--- src/assert_macros.svh ---
// ---------------------------------------------------------------------------
// Assertion macros
// Shared concurrent assertion forms; defining NO_ASSERTIONS leaves them empty.
// ---------------------------------------------------------------------------
`ifndef ASSERT_MACROS_SVH
`define ASSERT_MACROS_SVH

`ifndef NO_ASSERTIONS

// The expression holds at every clock edge outside reset.
`define CAM_ASSERT_ALWAYS(lbl, clk, rst, expr, msg) \
  lbl: assert property (@(posedge clk) disable iff (rst) (expr)) else $error(msg);

// The consequent holds in the same cycle as the antecedent.
`define CAM_ASSERT_IMPLIES(lbl, clk, rst, ante, cons, msg) \
  lbl: assert property (@(posedge clk) disable iff (rst) (ante) |-> (cons)) else $error(msg);

// The consequent holds in the cycle after the antecedent.
`define CAM_ASSERT_NEXT(lbl, clk, rst, ante, cons, msg) \
  lbl: assert property (@(posedge clk) disable iff (rst) (ante) |=> (cons)) else $error(msg);

`else

`define CAM_ASSERT_ALWAYS(lbl, clk, rst, expr, msg)
`define CAM_ASSERT_IMPLIES(lbl, clk, rst, ante, cons, msg)
`define CAM_ASSERT_NEXT(lbl, clk, rst, ante, cons, msg)

`endif

`endif

--- src/cam_pkg.sv ---
// ---------------------------------------------------------------------------
// Contrast about mean luma: shared package
// Widths, weights, codes, payload and control types, and datapath functions.
// ---------------------------------------------------------------------------
`timescale 1ns / 1ps

package cam_pkg;

  // Frame size limit: the pixel count saturates at 2**MAX_PIXELS_LOG2.
  localparam int MAX_PIXELS_LOG2 = 24;

  localparam int CHAN_W    = 8;
  localparam int LUMA_FRAC = 16;
  localparam int LUMA_W    = CHAN_W + LUMA_FRAC;
  localparam int CNT_W     = MAX_PIXELS_LOG2 + 1;
  localparam int SUM_W     = MAX_PIXELS_LOG2 + LUMA_W;
  localparam int QUOT_W    = CHAN_W;
  localparam int NUM_W     = SUM_W - LUMA_FRAC;
  localparam int DIV_STEPS = QUOT_W;
  localparam int STEP_W    = $clog2(DIV_STEPS);
  localparam int GAIN_W    = 16;
  localparam int DIFF_W    = CHAN_W + 1;
  localparam int PROD_W    = GAIN_W + 1 + DIFF_W;

  // Luma weights in Q0.16; they sum to one.
  localparam logic [LUMA_FRAC-1:0] W_RED   = 16'd19595;
  localparam logic [LUMA_FRAC-1:0] W_GREEN = 16'd38470;
  localparam logic [LUMA_FRAC-1:0] W_BLUE  = 16'd7471;

  // Register map.
  localparam int                PADDR_W       = 3;
  localparam int                REG_IDX_W     = PADDR_W - 2;
  localparam logic [REG_IDX_W-1:0] REG_CONTRAST_GAIN = 1'b0;
  localparam logic [GAIN_W-1:0] GAIN_RESET    = 16'd256;

  // Queue between the front and the back.
  localparam int QDEPTH = 2;
  localparam int QPTR_W = $clog2(QDEPTH);
  localparam int QCNT_W = $clog2(QDEPTH + 1);

  typedef enum logic {
    OP_ACCUM = 1'b0,
    OP_APPLY = 1'b1
  } op_t;

  typedef enum logic [1:0] {
    BK_RUN,
    BK_APPLY,
    BK_DIV
  } back_state_t;

  typedef struct packed {
    op_t               op;
    logic [CHAN_W-1:0] red;
    logic [CHAN_W-1:0] green;
    logic [CHAN_W-1:0] blue;
    logic              last;
  } cam_pix_t;

  typedef struct packed {
    logic [CHAN_W-1:0] out_red;
    logic [CHAN_W-1:0] out_green;
    logic [CHAN_W-1:0] out_blue;
  } cam_res_t;

  typedef struct packed {
    op_t               op;
    logic              last;
    logic [CHAN_W-1:0] red;
    logic [CHAN_W-1:0] green;
    logic [CHAN_W-1:0] blue;
    logic [LUMA_W-1:0] luma;
  } cam_entry_t;

  typedef struct packed {
    logic       valid;
    cam_entry_t entry;
  } cam_slot_t;

  typedef struct packed {
    logic             start;
    logic [NUM_W-1:0] dividend;
    logic [CNT_W-1:0] divisor;
  } div_req_t;

  typedef struct packed {
    logic              done;
    logic [QUOT_W-1:0] quotient;
  } div_rsp_t;

  // Exact pixel luma in Q8.16.
  function automatic logic [LUMA_W-1:0] luma_of(input logic [CHAN_W-1:0] r,
                                               input logic [CHAN_W-1:0] g,
                                               input logic [CHAN_W-1:0] b);
    luma_of = LUMA_W'(r) * LUMA_W'(W_RED) + LUMA_W'(g) * LUMA_W'(W_GREEN)
            + LUMA_W'(b) * LUMA_W'(W_BLUE);
  endfunction

  // Signed distance of a channel from the mean.
  function automatic logic signed [DIFF_W-1:0] chan_diff(input logic [CHAN_W-1:0] ch,
                                                       input logic [CHAN_W-1:0] mean);
    chan_diff = $signed({1'b0, ch}) - $signed({1'b0, mean});
  endfunction

  // Mean plus the scaled distance shifted down by eight, clamped to a channel.
  function automatic logic [CHAN_W-1:0] adjust_ch(input logic signed [PROD_W-1:0] prod,
                                                 input logic [CHAN_W-1:0] mean);
    logic signed [PROD_W-9:0] s;
    logic signed [PROD_W-8:0] v;
    s = $signed(prod[PROD_W-1:8]);
    v = $signed({s[PROD_W-9], s}) + $signed({{(PROD_W-8-CHAN_W+1){1'b0}}, mean});
    if (v[PROD_W-8]) begin
      adjust_ch = '0;
    end else if (|v[PROD_W-9:CHAN_W]) begin
      adjust_ch = '1;
    end else begin
      adjust_ch = v[CHAN_W-1:0];
    end
  endfunction

endpackage

--- src/cam_queue.sv ---
// ---------------------------------------------------------------------------
// Request queue
// Short first-in first-out store between the front and the back.
// ---------------------------------------------------------------------------
`timescale 1ns / 1ps

module cam_queue
  import cam_pkg::*;
(
  input  logic      clk,
  input  logic      rst,
  input  cam_slot_t push,
  input  logic      pop,
  output logic      full,
  output cam_slot_t head
);

  cam_entry_t        entries [QDEPTH];
  logic [QPTR_W-1:0] wr_ptr;
  logic [QPTR_W-1:0] rd_ptr;
  logic [QCNT_W-1:0] count;

  // Pointers and fill level.
  always_ff @(posedge clk) begin
    if (rst) begin
      wr_ptr <= '0;
      rd_ptr <= '0;
      count  <= '0;
    end else begin
      if (push.valid) begin
        wr_ptr <= wr_ptr + 1'b1;
      end
      if (pop) begin
        rd_ptr <= rd_ptr + 1'b1;
      end
      if (push.valid && !pop) begin
        count <= count + 1'b1;
      end else if (pop && !push.valid) begin
        count <= count - 1'b1;
      end
    end
  end

  // Stored requests.
  always_ff @(posedge clk) begin
    if (push.valid) begin
      entries[wr_ptr] <= push.entry;
    end
  end

  assign full       = (count == QCNT_W'(QDEPTH));
  assign head.valid = (count != '0);
  assign head.entry = entries[rd_ptr];

endmodule

--- src/cam_front.sv ---
// ---------------------------------------------------------------------------
// Front end
// Takes pixel requests, classifies them and works out the luma of each
// accumulate request before it enters the queue.
// ---------------------------------------------------------------------------
`timescale 1ns / 1ps

module cam_front
  import cam_pkg::*;
(
  input  logic      pix_valid,
  output logic      pix_ready,
  input  cam_pix_t  pix,
  input  logic      q_full,
  output cam_slot_t push
);

  // A request is taken whenever the queue has room.
  assign pix_ready = !q_full;

  // Luma is only needed by accumulate requests; apply requests carry zero.
  always_comb begin
    push.valid       = pix_valid && !q_full;
    push.entry.op    = pix.op;
    push.entry.last  = pix.last && (pix.op == OP_ACCUM);
    push.entry.red   = pix.red;
    push.entry.green = pix.green;
    push.entry.blue  = pix.blue;
    push.entry.luma  = (pix.op == OP_ACCUM) ? luma_of(pix.red, pix.green, pix.blue) : '0;
  end

endmodule

--- src/cam_divider.sv ---
// ---------------------------------------------------------------------------
// Mean divider
// Restoring divider giving one quotient bit a cycle; the quotient of the
// luma sum by the pixel count never exceeds one channel.
// ---------------------------------------------------------------------------
`timescale 1ns / 1ps

module cam_divider
  import cam_pkg::*;
(
  input  logic     clk,
  input  logic     rst,
  input  div_req_t req,
  output div_rsp_t rsp
);

  logic              busy;
  logic              done;
  logic [STEP_W-1:0] step;
  logic [NUM_W-1:0]  rem;
  logic [NUM_W-1:0]  dsh;
  logic [QUOT_W-1:0] quo;
  logic              den_zero;
  logic [NUM_W:0]    trial;
  logic              ge;

  // Trial subtraction of the shifted divisor.
  assign trial = {1'b0, rem} - {1'b0, dsh};
  assign ge    = !trial[NUM_W];

  // Sequencing.
  always_ff @(posedge clk) begin
    if (rst) begin
      busy <= 1'b0;
      done <= 1'b0;
      step <= '0;
    end else begin
      done <= 1'b0;
      if (req.start) begin
        busy <= 1'b1;
        step <= STEP_W'(DIV_STEPS - 1);
      end else if (busy) begin
        step <= step - 1'b1;
        if (step == '0) begin
          busy <= 1'b0;
          done <= 1'b1;
        end
      end
    end
  end

  // Remainder, divisor and quotient.
  always_ff @(posedge clk) begin
    if (req.start) begin
      rem      <= req.dividend;
      dsh      <= {req.divisor, {(QUOT_W-1){1'b0}}};
      den_zero <= (req.divisor == '0);
    end else if (busy) begin
      if (ge) begin
        rem <= trial[NUM_W-1:0];
      end
      dsh <= dsh >> 1;
      quo <= {quo[QUOT_W-2:0], ge};
    end
  end

  // An empty frame gives a mean of zero.
  assign rsp.done     = done;
  assign rsp.quotient = den_zero ? '0 : quo;

endmodule

--- src/cam_back.sv ---
// ---------------------------------------------------------------------------
// Back end
// Carries out queued requests: sums luma, forms the mean on the last pixel
// and applies the contrast gain into the result register.
// ---------------------------------------------------------------------------
`timescale 1ns / 1ps
`include "assert_macros.svh"

module cam_back
  import cam_pkg::*;
(
  input  logic              clk,
  input  logic              rst,
  input  cam_slot_t         head,
  output logic              pop,
  input  logic [GAIN_W-1:0] gain,
  output logic              res_valid,
  input  logic              res_ready,
  output cam_res_t          res
);

  back_state_t              state;
  back_state_t              state_next;
  logic [SUM_W-1:0]         luma_sum;
  logic [CNT_W-1:0]         pixel_count;
  logic [CHAN_W-1:0]        mean_luma;
  logic signed [PROD_W-1:0] prod_red;
  logic signed [PROD_W-1:0] prod_green;
  logic signed [PROD_W-1:0] prod_blue;
  logic [SUM_W-1:0]         sum_add;
  logic [CNT_W-1:0]         count_add;
  logic                     saturated;
  logic                     out_free;
  logic                     do_accum;
  logic                     load_prod;
  logic                     load_out;
  div_req_t                 div_req;
  div_rsp_t                 div_rsp;

  assign out_free  = !res_valid || res_ready;
  assign saturated = pixel_count[CNT_W-1];
  assign sum_add   = saturated ? luma_sum : luma_sum + SUM_W'(head.entry.luma);
  assign count_add = saturated ? pixel_count : pixel_count + 1'b1;

  // Next state.
  always_comb begin
    state_next = state;
    unique case (state)
      BK_RUN: begin
        if (head.valid) begin
          if (head.entry.op == OP_APPLY) begin
            state_next = BK_APPLY;
          end else if (head.entry.last) begin
            state_next = BK_DIV;
          end
        end
      end
      BK_APPLY: begin
        if (out_free) begin
          state_next = BK_RUN;
        end
      end
      BK_DIV: begin
        if (div_rsp.done) begin
          state_next = BK_RUN;
        end
      end
      default: state_next = BK_RUN;
    endcase
  end

  // Controls for the current state.
  always_comb begin
    pop              = 1'b0;
    do_accum         = 1'b0;
    load_prod        = 1'b0;
    load_out         = 1'b0;
    div_req.start    = 1'b0;
    div_req.dividend = sum_add[SUM_W-1:LUMA_FRAC];
    div_req.divisor  = count_add;
    unique case (state)
      BK_RUN: begin
        pop = head.valid;
        if (head.valid) begin
          if (head.entry.op == OP_APPLY) begin
            load_prod = 1'b1;
          end else begin
            do_accum      = 1'b1;
            div_req.start = head.entry.last;
          end
        end
      end
      BK_APPLY: load_out = out_free;
      BK_DIV:   ;
      default:  ;
    endcase
  end

  always_ff @(posedge clk) begin
    if (rst) begin
      state <= BK_RUN;
    end else begin
      state <= state_next;
    end
  end

  // Frame accumulation and mean.
  always_ff @(posedge clk) begin
    if (rst) begin
      luma_sum    <= '0;
      pixel_count <= '0;
      mean_luma   <= '0;
    end else begin
      if (do_accum) begin
        if (head.entry.last) begin
          luma_sum    <= '0;
          pixel_count <= '0;
        end else begin
          luma_sum    <= sum_add;
          pixel_count <= count_add;
        end
      end
      if (div_rsp.done) begin
        mean_luma <= div_rsp.quotient;
      end
    end
  end

  // Gain products, one lane per channel.
  always_ff @(posedge clk) begin
    if (load_prod) begin
      prod_red   <= $signed({1'b0, gain}) * chan_diff(head.entry.red, mean_luma);
      prod_green <= $signed({1'b0, gain}) * chan_diff(head.entry.green, mean_luma);
      prod_blue  <= $signed({1'b0, gain}) * chan_diff(head.entry.blue, mean_luma);
    end
  end

  // Result register.
  always_ff @(posedge clk) begin
    if (rst) begin
      res_valid <= 1'b0;
    end else if (load_out) begin
      res_valid <= 1'b1;
    end else if (res_ready) begin
      res_valid <= 1'b0;
    end
  end

  always_ff @(posedge clk) begin
    if (load_out) begin
      res.out_red   <= adjust_ch(prod_red, mean_luma);
      res.out_green <= adjust_ch(prod_green, mean_luma);
      res.out_blue  <= adjust_ch(prod_blue, mean_luma);
    end
  end

  cam_divider u_divider (
    .clk (clk),
    .rst (rst),
    .req (div_req),
    .rsp (div_rsp)
  );

  // The count only saturates at exactly the frame limit.
  `CAM_ASSERT_IMPLIES(a_count_limit, clk, rst, pixel_count[CNT_W-1], pixel_count[CNT_W-2:0] == '0, "pixel count beyond limit")
  // The divider answers only while the back end waits for it.
  `CAM_ASSERT_IMPLIES(a_done_in_div, clk, rst, div_rsp.done, state == BK_DIV, "divider result outside division")
  // A frame's sum and count are cleared while its mean is formed.
  `CAM_ASSERT_IMPLIES(a_clear_in_div, clk, rst, state == BK_DIV, luma_sum == '0 && pixel_count == '0, "sum not cleared")
  // Starting a division leads into the division state.
  `CAM_ASSERT_NEXT(a_start_div, clk, rst, div_req.start, state == BK_DIV, "division started without waiting")

endmodule

--- src/contrast_about_mean_luma_top.sv ---
// ---------------------------------------------------------------------------
// Contrast about mean luma: top level
// Two-pass contrast adjustment of RGB pixels about a frame's mean luma.
// ---------------------------------------------------------------------------
// Usage: pixel requests arrive on pix (valid/ready). An accumulate request
// (op = 0) adds the pixel's luma to the frame sum and gives no result; the
// one marked last forms the frame mean and clears the sum and count. An apply
// request (op = 1) gives one result on res (valid/ready): each channel moved
// about the mean by contrast_gain (Q8.8), clamped to 0..255.
// An apply request passes through the queue, the gain product registers and the
// result register. The back end handles accumulate requests in its run state,
// apply requests in its run and apply states, and a last-marked request also in
// the division state, where a restoring divider forms the mean one quotient bit a
// cycle. A two-entry queue lets the input keep running while the back end is busy.
// Reset clears the sum, the count and the mean (zero) and sets the gain to
// 256. When the receiver stalls, the held result blocks the next apply
// request, the queue fills and pix_ready falls.
// contrast_gain lies at byte address 0 of the APB port.
// ---------------------------------------------------------------------------
`timescale 1ns / 1ps

module contrast_about_mean_luma_top
  import cam_pkg::*;
(
  input  logic               clk,
  input  logic               rst,
  input  logic               pix_valid,
  output logic               pix_ready,
  input  cam_pix_t           pix,
  output logic               res_valid,
  input  logic               res_ready,
  output cam_res_t           res,
  input  logic               psel,
  input  logic               penable,
  input  logic               pwrite,
  input  logic [PADDR_W-1:0] paddr,
  input  logic [31:0]        pwdata,
  output logic [31:0]        prdata,
  output logic               pready
);

  logic [GAIN_W-1:0]    contrast_gain;
  logic [REG_IDX_W-1:0] reg_idx;
  logic                 q_full;
  logic                 pop;
  cam_slot_t            push;
  cam_slot_t            head;

  // Register file.
  assign pready  = 1'b1;
  assign reg_idx = paddr[PADDR_W-1:2];

  always_ff @(posedge clk) begin
    if (rst) begin
      contrast_gain <= GAIN_RESET;
    end else if (psel && penable && pwrite && reg_idx == REG_CONTRAST_GAIN) begin
      contrast_gain <= pwdata[GAIN_W-1:0];
    end
  end

  assign prdata = (reg_idx == REG_CONTRAST_GAIN) ? {{(32-GAIN_W){1'b0}}, contrast_gain} : '0;

  cam_front u_front (
    .pix_valid (pix_valid),
    .pix_ready (pix_ready),
    .pix       (pix),
    .q_full    (q_full),
    .push      (push)
  );

  cam_queue u_queue (
    .clk  (clk),
    .rst  (rst),
    .push (push),
    .pop  (pop),
    .full (q_full),
    .head (head)
  );

  cam_back u_back (
    .clk       (clk),
    .rst       (rst),
    .head      (head),
    .pop       (pop),
    .gain      (contrast_gain),
    .res_valid (res_valid),
    .res_ready (res_ready),
    .res       (res)
  );

endmodule
--- config.mk ---
export PLATFORM = sky130hd
export DESIGN_NAME = contrast_about_mean_luma_top
export DESIGN_NICKNAME = d
export VERILOG_FILES = /design/src/cam_pkg.sv /design/src/cam_queue.sv /design/src/cam_front.sv /design/src/cam_divider.sv /design/src/cam_back.sv /design/src/contrast_about_mean_luma_top.sv
export VERILOG_INCLUDE_DIRS = /design/src /design/src/src
export SDC_FILE = /design/constraint.sdc
export NUM_CORES = 2
export LEC_CHECK = 0
export BUFFER_PORTS_ARGS = -buffer_cell sky130_fd_sc_hd__buf_2
export CORE_AREA = 10 10 273 302
export DETAILED_ROUTE_END_ITERATION = 7
export DIE_AREA = 0 0 283 312
export GPL_ROUTABILITY_DRIVEN = 0
export PLACE_DENSITY = 0.8
export SKIP_CTS_REPAIR_TIMING = 1
export SLEW_MARGIN = 30
export SYNTH_ARGS = -nofsm -noshare
export SYNTH_HDL_FRONTEND = slang
export SYNTH_SLANG_ARGS = --single-unit
--- constraint.sdc ---
create_clock -name clk -period 11.9 [get_ports clk]
set_clock_uncertainty 0.15 [all_clocks]
set_input_delay 0 -clock clk [delete_from_list [all_inputs] [get_ports clk]]
set_output_delay 0 -clock clk [all_outputs]
set_load 0.02 [all_outputs]
Word-level counts from Yosys, hierarchy flattened

Memory sizes are Yosys's and may differ from the RTL's. A register that Yosys moved wholly into a read port is not among the register bits.
Cells that the tools add are included.

Bits in registers: 284
Bits in latches: 0
RAM bits: 100
Memory bits (read-only): 0
Input bits: 68
Output and inout port bits: 59
Logic and storage cells: 134
Memories kept: 1

$add $sub $neg: 16
Multipliers: 6
Divide/modulo/power cells: 0
Order comparisons: 0
Eq/ne operators: 9
Shifts and indexed selects: 0
Muxes and demuxes: 46
Bitwise logic cells: 4
Reduce and logical (&&, ||, !) cells: 28

Memory list:

| name            | depth | bits a word | rd ports | clocked after Yosys merged registers in | write ports | RTL line        | text |
|---|---|---|---|---|---|---|---|
| u_queue.entries | 2     | 50          | 1        | 1                                       | 1           | cam_queue.sv:18 | `cam_entry_t entries [QDEPTH];` |

Operators with widths:

| cell                                                   | count |
|---|---|
| two-way mux 32 bit                                     | 5 |
| two-way mux 48 bit                                     | 2 |
| multiplier 17 x 9 -> 26 bit                            | 3 |
| adder 18 x 9 -> 19 bit                                 | 3 |
| two-way mux 25 bit                                     | 2 |
| adder 48 x 24 -> 48 bit                                | 1 |
| multiplier 8 x 15 -> 23 bit (second input constant)    | 2 |
| subtractor 32 x 32 -> 33 bit                           | 1 |
| two-way mux 8 bit                                      | 4 |
| OR reduction 10 bit                                    | 3 |
| subtractor 8 x 8 -> 9 bit                              | 3 |
| adder 25 x 1 -> 25 bit (second input constant)         | 1 |
| zero test 25 bit                                       | 1 |
| adder 23 x 24 -> 24 bit                                | 1 |
| adder 24 x 21 -> 24 bit                                | 1 |
| two-way mux 24 bit                                     | 1 |
| multiplier 8 x 13 -> 21 bit (second input constant)    | 1 |
| two-way mux 1 bit                                      | 21 |
| two-way mux 16 bit                                     | 1 |
| two-way mux 2 bit                                      | 7 |
| inequality test 2 x 1 -> 1 bit (second input constant) | 4 |
| nonzero test 2 bit                                     | 4 |
| logical AND 1 bit                                      | 7 |
| two-way mux 3 bit                                      | 2 |
| 17 further kinds                                       | 28 |

Logic depth before layout (Yosys ltp)

Word-level depth: 7
Depth in mapped cells: 36
Gate-level depth less buffers: 31

Hierarchy

Synthesis repeated with hierarchy kept, for this count alone.

Cells, all modules: 4350
Area total of the unflattened synthesis: 41671.2 sq um

Modules (own cells, without submodules):

| module                       | instances | cells an instance | area an instance (sq um) | seq. area each (sq um) |
|---|---|---|---|---|
| cam_back                     | 1         | 2732              | 24747.5                  | 4023.9 |
| cam_front                    | 1         | 757               | 6865.3                   | 0.0 |
| cam_divider                  | 1         | 577               | 5257.5                   | 2222.1 |
| cam_queue                    | 1         | 178               | 3818.7                   | 3103.0 |
| contrast_about_mean_luma_top | 1         | 106               | 982.2                    | 320.3 |

Worst setup path after synthesis

No wires, ideal clock.

Kind: flip-flop to flip-flop
Start: reg (tool-made name)
End: reg u_back.prod_green[25], data pin
Library setup time: 0.259 ns
Arrival: 7.857 ns
Data required time: 11.491 ns
Path slack: 3.633 ns
Cell stages (with the launch flop): 36
Buffers on the path: 4
Clock period less this slack: 8.267 ns
Cell sequence: dfxtp_1 clkbuf_1 clkbuf_1 buf_1 mux2i_1 ha_1 inv_1 fa_1 nand2_1 nand2_1 a21oi_1 o21bai_1 a21oi_1 nor2b_1 o21ai_0 nand2b_1 clkbuf_1 or2_2 fa_1 fa_1 inv_1 fa_1 fa_1 inv_1 fa_1 inv_1 ha_1 and2_1 and4_1 o2111ai_1 a221oi_1 o211a_1 o21ai_0 nand2b_1 a21oi_1 xnor2_1

RTL lines:

| what                 | RTL line        | text |
|---|---|---|
| end signal, assigned | cam_back.sv:133 | `prod_green <= $signed({1'b0, gain}) * chan_diff(head.entry.green, mean_luma);` |
| end, declared        | cam_back.sv:28  | `logic signed [PROD_W-1:0] prod_green;` |

==> results by group <==
Clock network
  • Clock latency on the worst-skew pair: 580 ps
  • Clk sink count: 361
  • CTS tree: yes
  • CTS buffer count: 39
  • Clock Pin Slew Worst Setup and Hold Paths: 60 ps
  • Longest Clk Path Bufs: 3
  • Clock tree root driver cell: sky130_fd_sc_hd__clkbuf_16
  • H-tree levels: 2

Route
  • Total via count in the routed design: 29526
  • Number of search-and-repair iterations in the first detailed-routing pass: 6
  • Drt first-iter violations: 1921
  • Routed wirelength normalized by instance count: 17.08 um
  • Per-cell via count in the routed design: 5.494
  • Wirelength, routed: 91790 um
  • Post-detailed-route count of antenna-violating nets: 0
  • Post-route DRC: 0

STA
  • Final hold viol count: 12
  • Count of final setup violators: 0
  • Worst Tran Pin Value: 1014 ps
  • Setup repair after global routing missed its margin: no
  • Setup_tns: 0 ps
  • Worst slew margin relative to its limit: 32.18%
  • Worst hold slack: -22.17 ps
  • Share of the clock period used by the worst path: 73.61%
  • Final Critical Period: 8760 ps
  • Final count of pins violating max slew: 0
  • Highest attainable clock frequency: 114.2 MHz
  • Worst Setup Slack, final: 3140 ps

Setup path
  • Maximum fanout count along the critical path: 42
  • Delay of the slowest cell on the worst path: 540 ps
  • Kind of capture point of the worst setup path: flop
  • Arrival time of data at the critical path endpoint: 8900 ps
  • Startpoint type of the worst setup path: flop
  • Master of the slowest instance on the critical path: sky130_fd_sc_hd__buf_4
  • Most frequent cell on the critical path: sky130_fd_sc_hd__fa_1
  • Count of buffer and inverter cells on the critical path: 5
  • Required time worst endpoint: 12040 ps
  • Crit path max-delay family: adder cells
  • Crit Path Category: reg -> reg

Yosys
  • Post-Synth Adder-Cell Area: 35.45%
  • Most common cell in the netlist: sky130_fd_sc_hd__inv_1
  • Compound-Gate Fraction of Synth Area: 10.60%
  • Most instantiated cells after synthesis: sky130_fd_sc_hd__inv_1, sky130_fd_sc_hd__ha_1, sky130_fd_sc_hd__fa_1
  • Largest family of logic cells by synthesized area: adder cells
  • Share of Yosys cell area claimed by the top area cell type: 21.08%
  • Main area contributors after synthesis: sky130_fd_sc_hd__fa_1, sky130_fd_sc_hd__edfxtp_1, sky130_fd_sc_hd__ha_1
  • Synth Register Bits: 361
  • Combined area of all synthesized cells: 39980 sq um
  • Count of distinct cell types in the synthesized netlist: 90
  • Sequential-to-total area share from yosys stat: 24.19%
  • Portion of netlist area occupied by mux cells: 1.978%
  • Post-synthesis area per instance: 9.444 sq um
  • Number of warnings reported in the yosys synthesis log: 0
  • Mapped Cells: 4233
  • Number of enable-type register cells in the synthesized netlist: 244
  • Most used flip-flop cell after synthesis: sky130_fd_sc_hd__edfxtp_1
  • Post-Synth XOR/XNOR Area: 4.447%
  • Area share of and/or/nand/nor cells after synthesis: 14.90%
  • Cell accounting for the most synthesized area: sky130_fd_sc_hd__fa_1
  • Async set or reset register ratio after synthesis: 0%

Run status
  • Violations in the final reports: hold timing
  • Run status: complete, but fails checks

Finish
  • Share of final-layout standard cells stronger than drive strength 1: 7.261%
  • Area added between synthesis and finish: 8.191%
  • Total number of nets in the final design: 5255

Power
  • Standby leakage power: 20.02 nW
  • Portion of total power attributed to combinational logic: 69.5%
  • Areal power density over the cells: 261.2 nW/um^2
  • Relative contribution of the clock network to total power: 10.9%
  • Sw frac: 46.96%
  • Internal Pwr Total: 5.991 mW
  • Switching pwr: 5.305 mW
  • Peak VDD IR: 0.0003090 V
  • Power Total: 11.30 mW
  • Sequential Power Share: 19.6%

Floorplan
  • Total Die Area: 88300 sq um
  • Starting utilization of the core area: 52.30%
  • Core Box Area: 76440 sq um
  • # IOs: 127
  • Total number of placement rows: 107
  • Height of the die: 312 um
  • Die boundary width: 283 um

Global route
  • Global-route wire length before repair: 149600 um
  • Pin count of the biggest net entering global routing: 86
  • Combined global-route utilization of all metal layers: 20.29%
  • Final global-route overflow total: 0
  • Via count of the first global-routing pass: 29833
  • Antenna violations before repair: 1

Worst hold path
  • Type of the tightest min-delay check: in -> reg

Place
  • Number of port buffers: 91
  • Place WS: 3220 ps
  • HPWL Detailed: 69910 um

Job
  • Max-cap violations: 0
-- placed cells by master (no fill, tap or decap), drive strengths merged, types with 28 or more instances in the layout --
cell type / n
a31oi: 31
edfxtp: 244
and2: 207
clkbuf: 56
o21a: 53
dlygate4sd3: 46
nor3: 47
dfxtp: 117
a21o: 58
a21oi: 181
nor2b: 58
xor2: 71
nor2: 256
buf: 145
xnor2: 132
nand3: 78
fa: 421
o21ai: 146
inv: 701
nand2: 318
nand2b: 74
mux2: 48
ha: 459
a22oi: 28
-- cell type report --
type | count | area, sq um
clock buffers | 56 | 1111
diodes | 1 | 2.502
clock inverters | 16 | 183.9
repair buffers | 191 | 1328
well taps | 1035 | 1295
flip-flops and latches | 361 | 9671
inverters | 698 | 2620
fillers | 6318 | 33190
multi-input cells | 3016 | 27040
-- stage by stage --
| stage | hold slack [ps] | util, % | std cells | instance area [sq um] |
|---|---|---|---|---|
| after floorplan | -71.89 | - | 4248 | 40030 |
| after global placement | 71.14 | 54.26 | 5255 | 41480 |
| after detailed placement | 67.48 | 54.26 | 5255 | 41480 |
| after CTS | -524.6 | 55.96 | 5327 | 42780 |
| after global routing | 22.26 | 56.58 | 5374 | 43250 |
| final | -22.17 | 56.58 | 5374 | 43250 |
-- flip-flops by register name (all words and copies together) (netlist names), 2 cells and up, named ones only --
register / cells
u_back.u_divider.dsh: 32
u_back.u_divider.rem: 32
u_back.prod_red: 18
contrast_gain: 16
u_back.u_divider.step: 3
u_back.luma_sum: 48
u_queue.entries: 100
u_back.u_divider.quo: 8
u_back.prod_green: 18
u_back.prod_blue: 18
u_back.state: 2
u_back.res: 24
u_back.mean_luma: 8
u_queue.count: 2
u_back.pixel_count: 25
-- worst min-delay path: stages --
cell                      delay [ps]
sky130_fd_sc_hd__buf_2           100
sky130_fd_sc_hd__and4b_1         350
sky130_fd_sc_hd__nand2_1         140
sky130_fd_sc_hd__a21oi_1          50
-- routing by layer --
metal | track usage (%) | share of wire, % | vias to the layer above
met2 | 35.30 | 49 | 798
met4 | 5.594 | 2.6 | 0
met3 | 2.860 | 5.9 | 157
met1 | 26.11 | 43 | 14506
met5 | 0 | 0 | -
li1 | - | - | 14065
-- worst paths after layout --
| kind | slack (ps) | depth (start not counted) | end | start |
|---|---|---|---|---|
| setup reg to reg | 3140 | 31 | u_back.prod_red[25] | flop |
| hold / removal | -20 | 4 | contrast_gain[13] | penable |
| hold reg to reg | 290 | 2 | u_back.luma_sum[37] | u_back.luma_sum[37] |
| setup / recovery | 3140 | 31 | u_back.prod_red[25] | flop |
-- kinds of logic (layout without fill, tap and decap cells) --
family | Yosys count | after routing
and+or+nand+nor | 1187 | 1187
muxes | 73 | 73
AOI/OAI and AO/OA | 656 | 656
buffers and inverters | 871 | 961
xor gates and xnor gates | 203 | 203
DFF | 361 | 361
other | 2 | 18
adders and majority gates | 880 | 880
-- power by group through the flow --
stage,clock network [mW],logic (mW),registers [mW]
2_1_floorplan,0,5.87,2.20
4_1_cts,1.25,7.78,2.21
5_1_grt,1.30,8.89,2.24
6_report,1.23,7.85,2.21
3_5_place_dp,0,7.66,2.23
3_3_place_gp,0,7.38,2.22
Power figures use the tool's default switching activity.
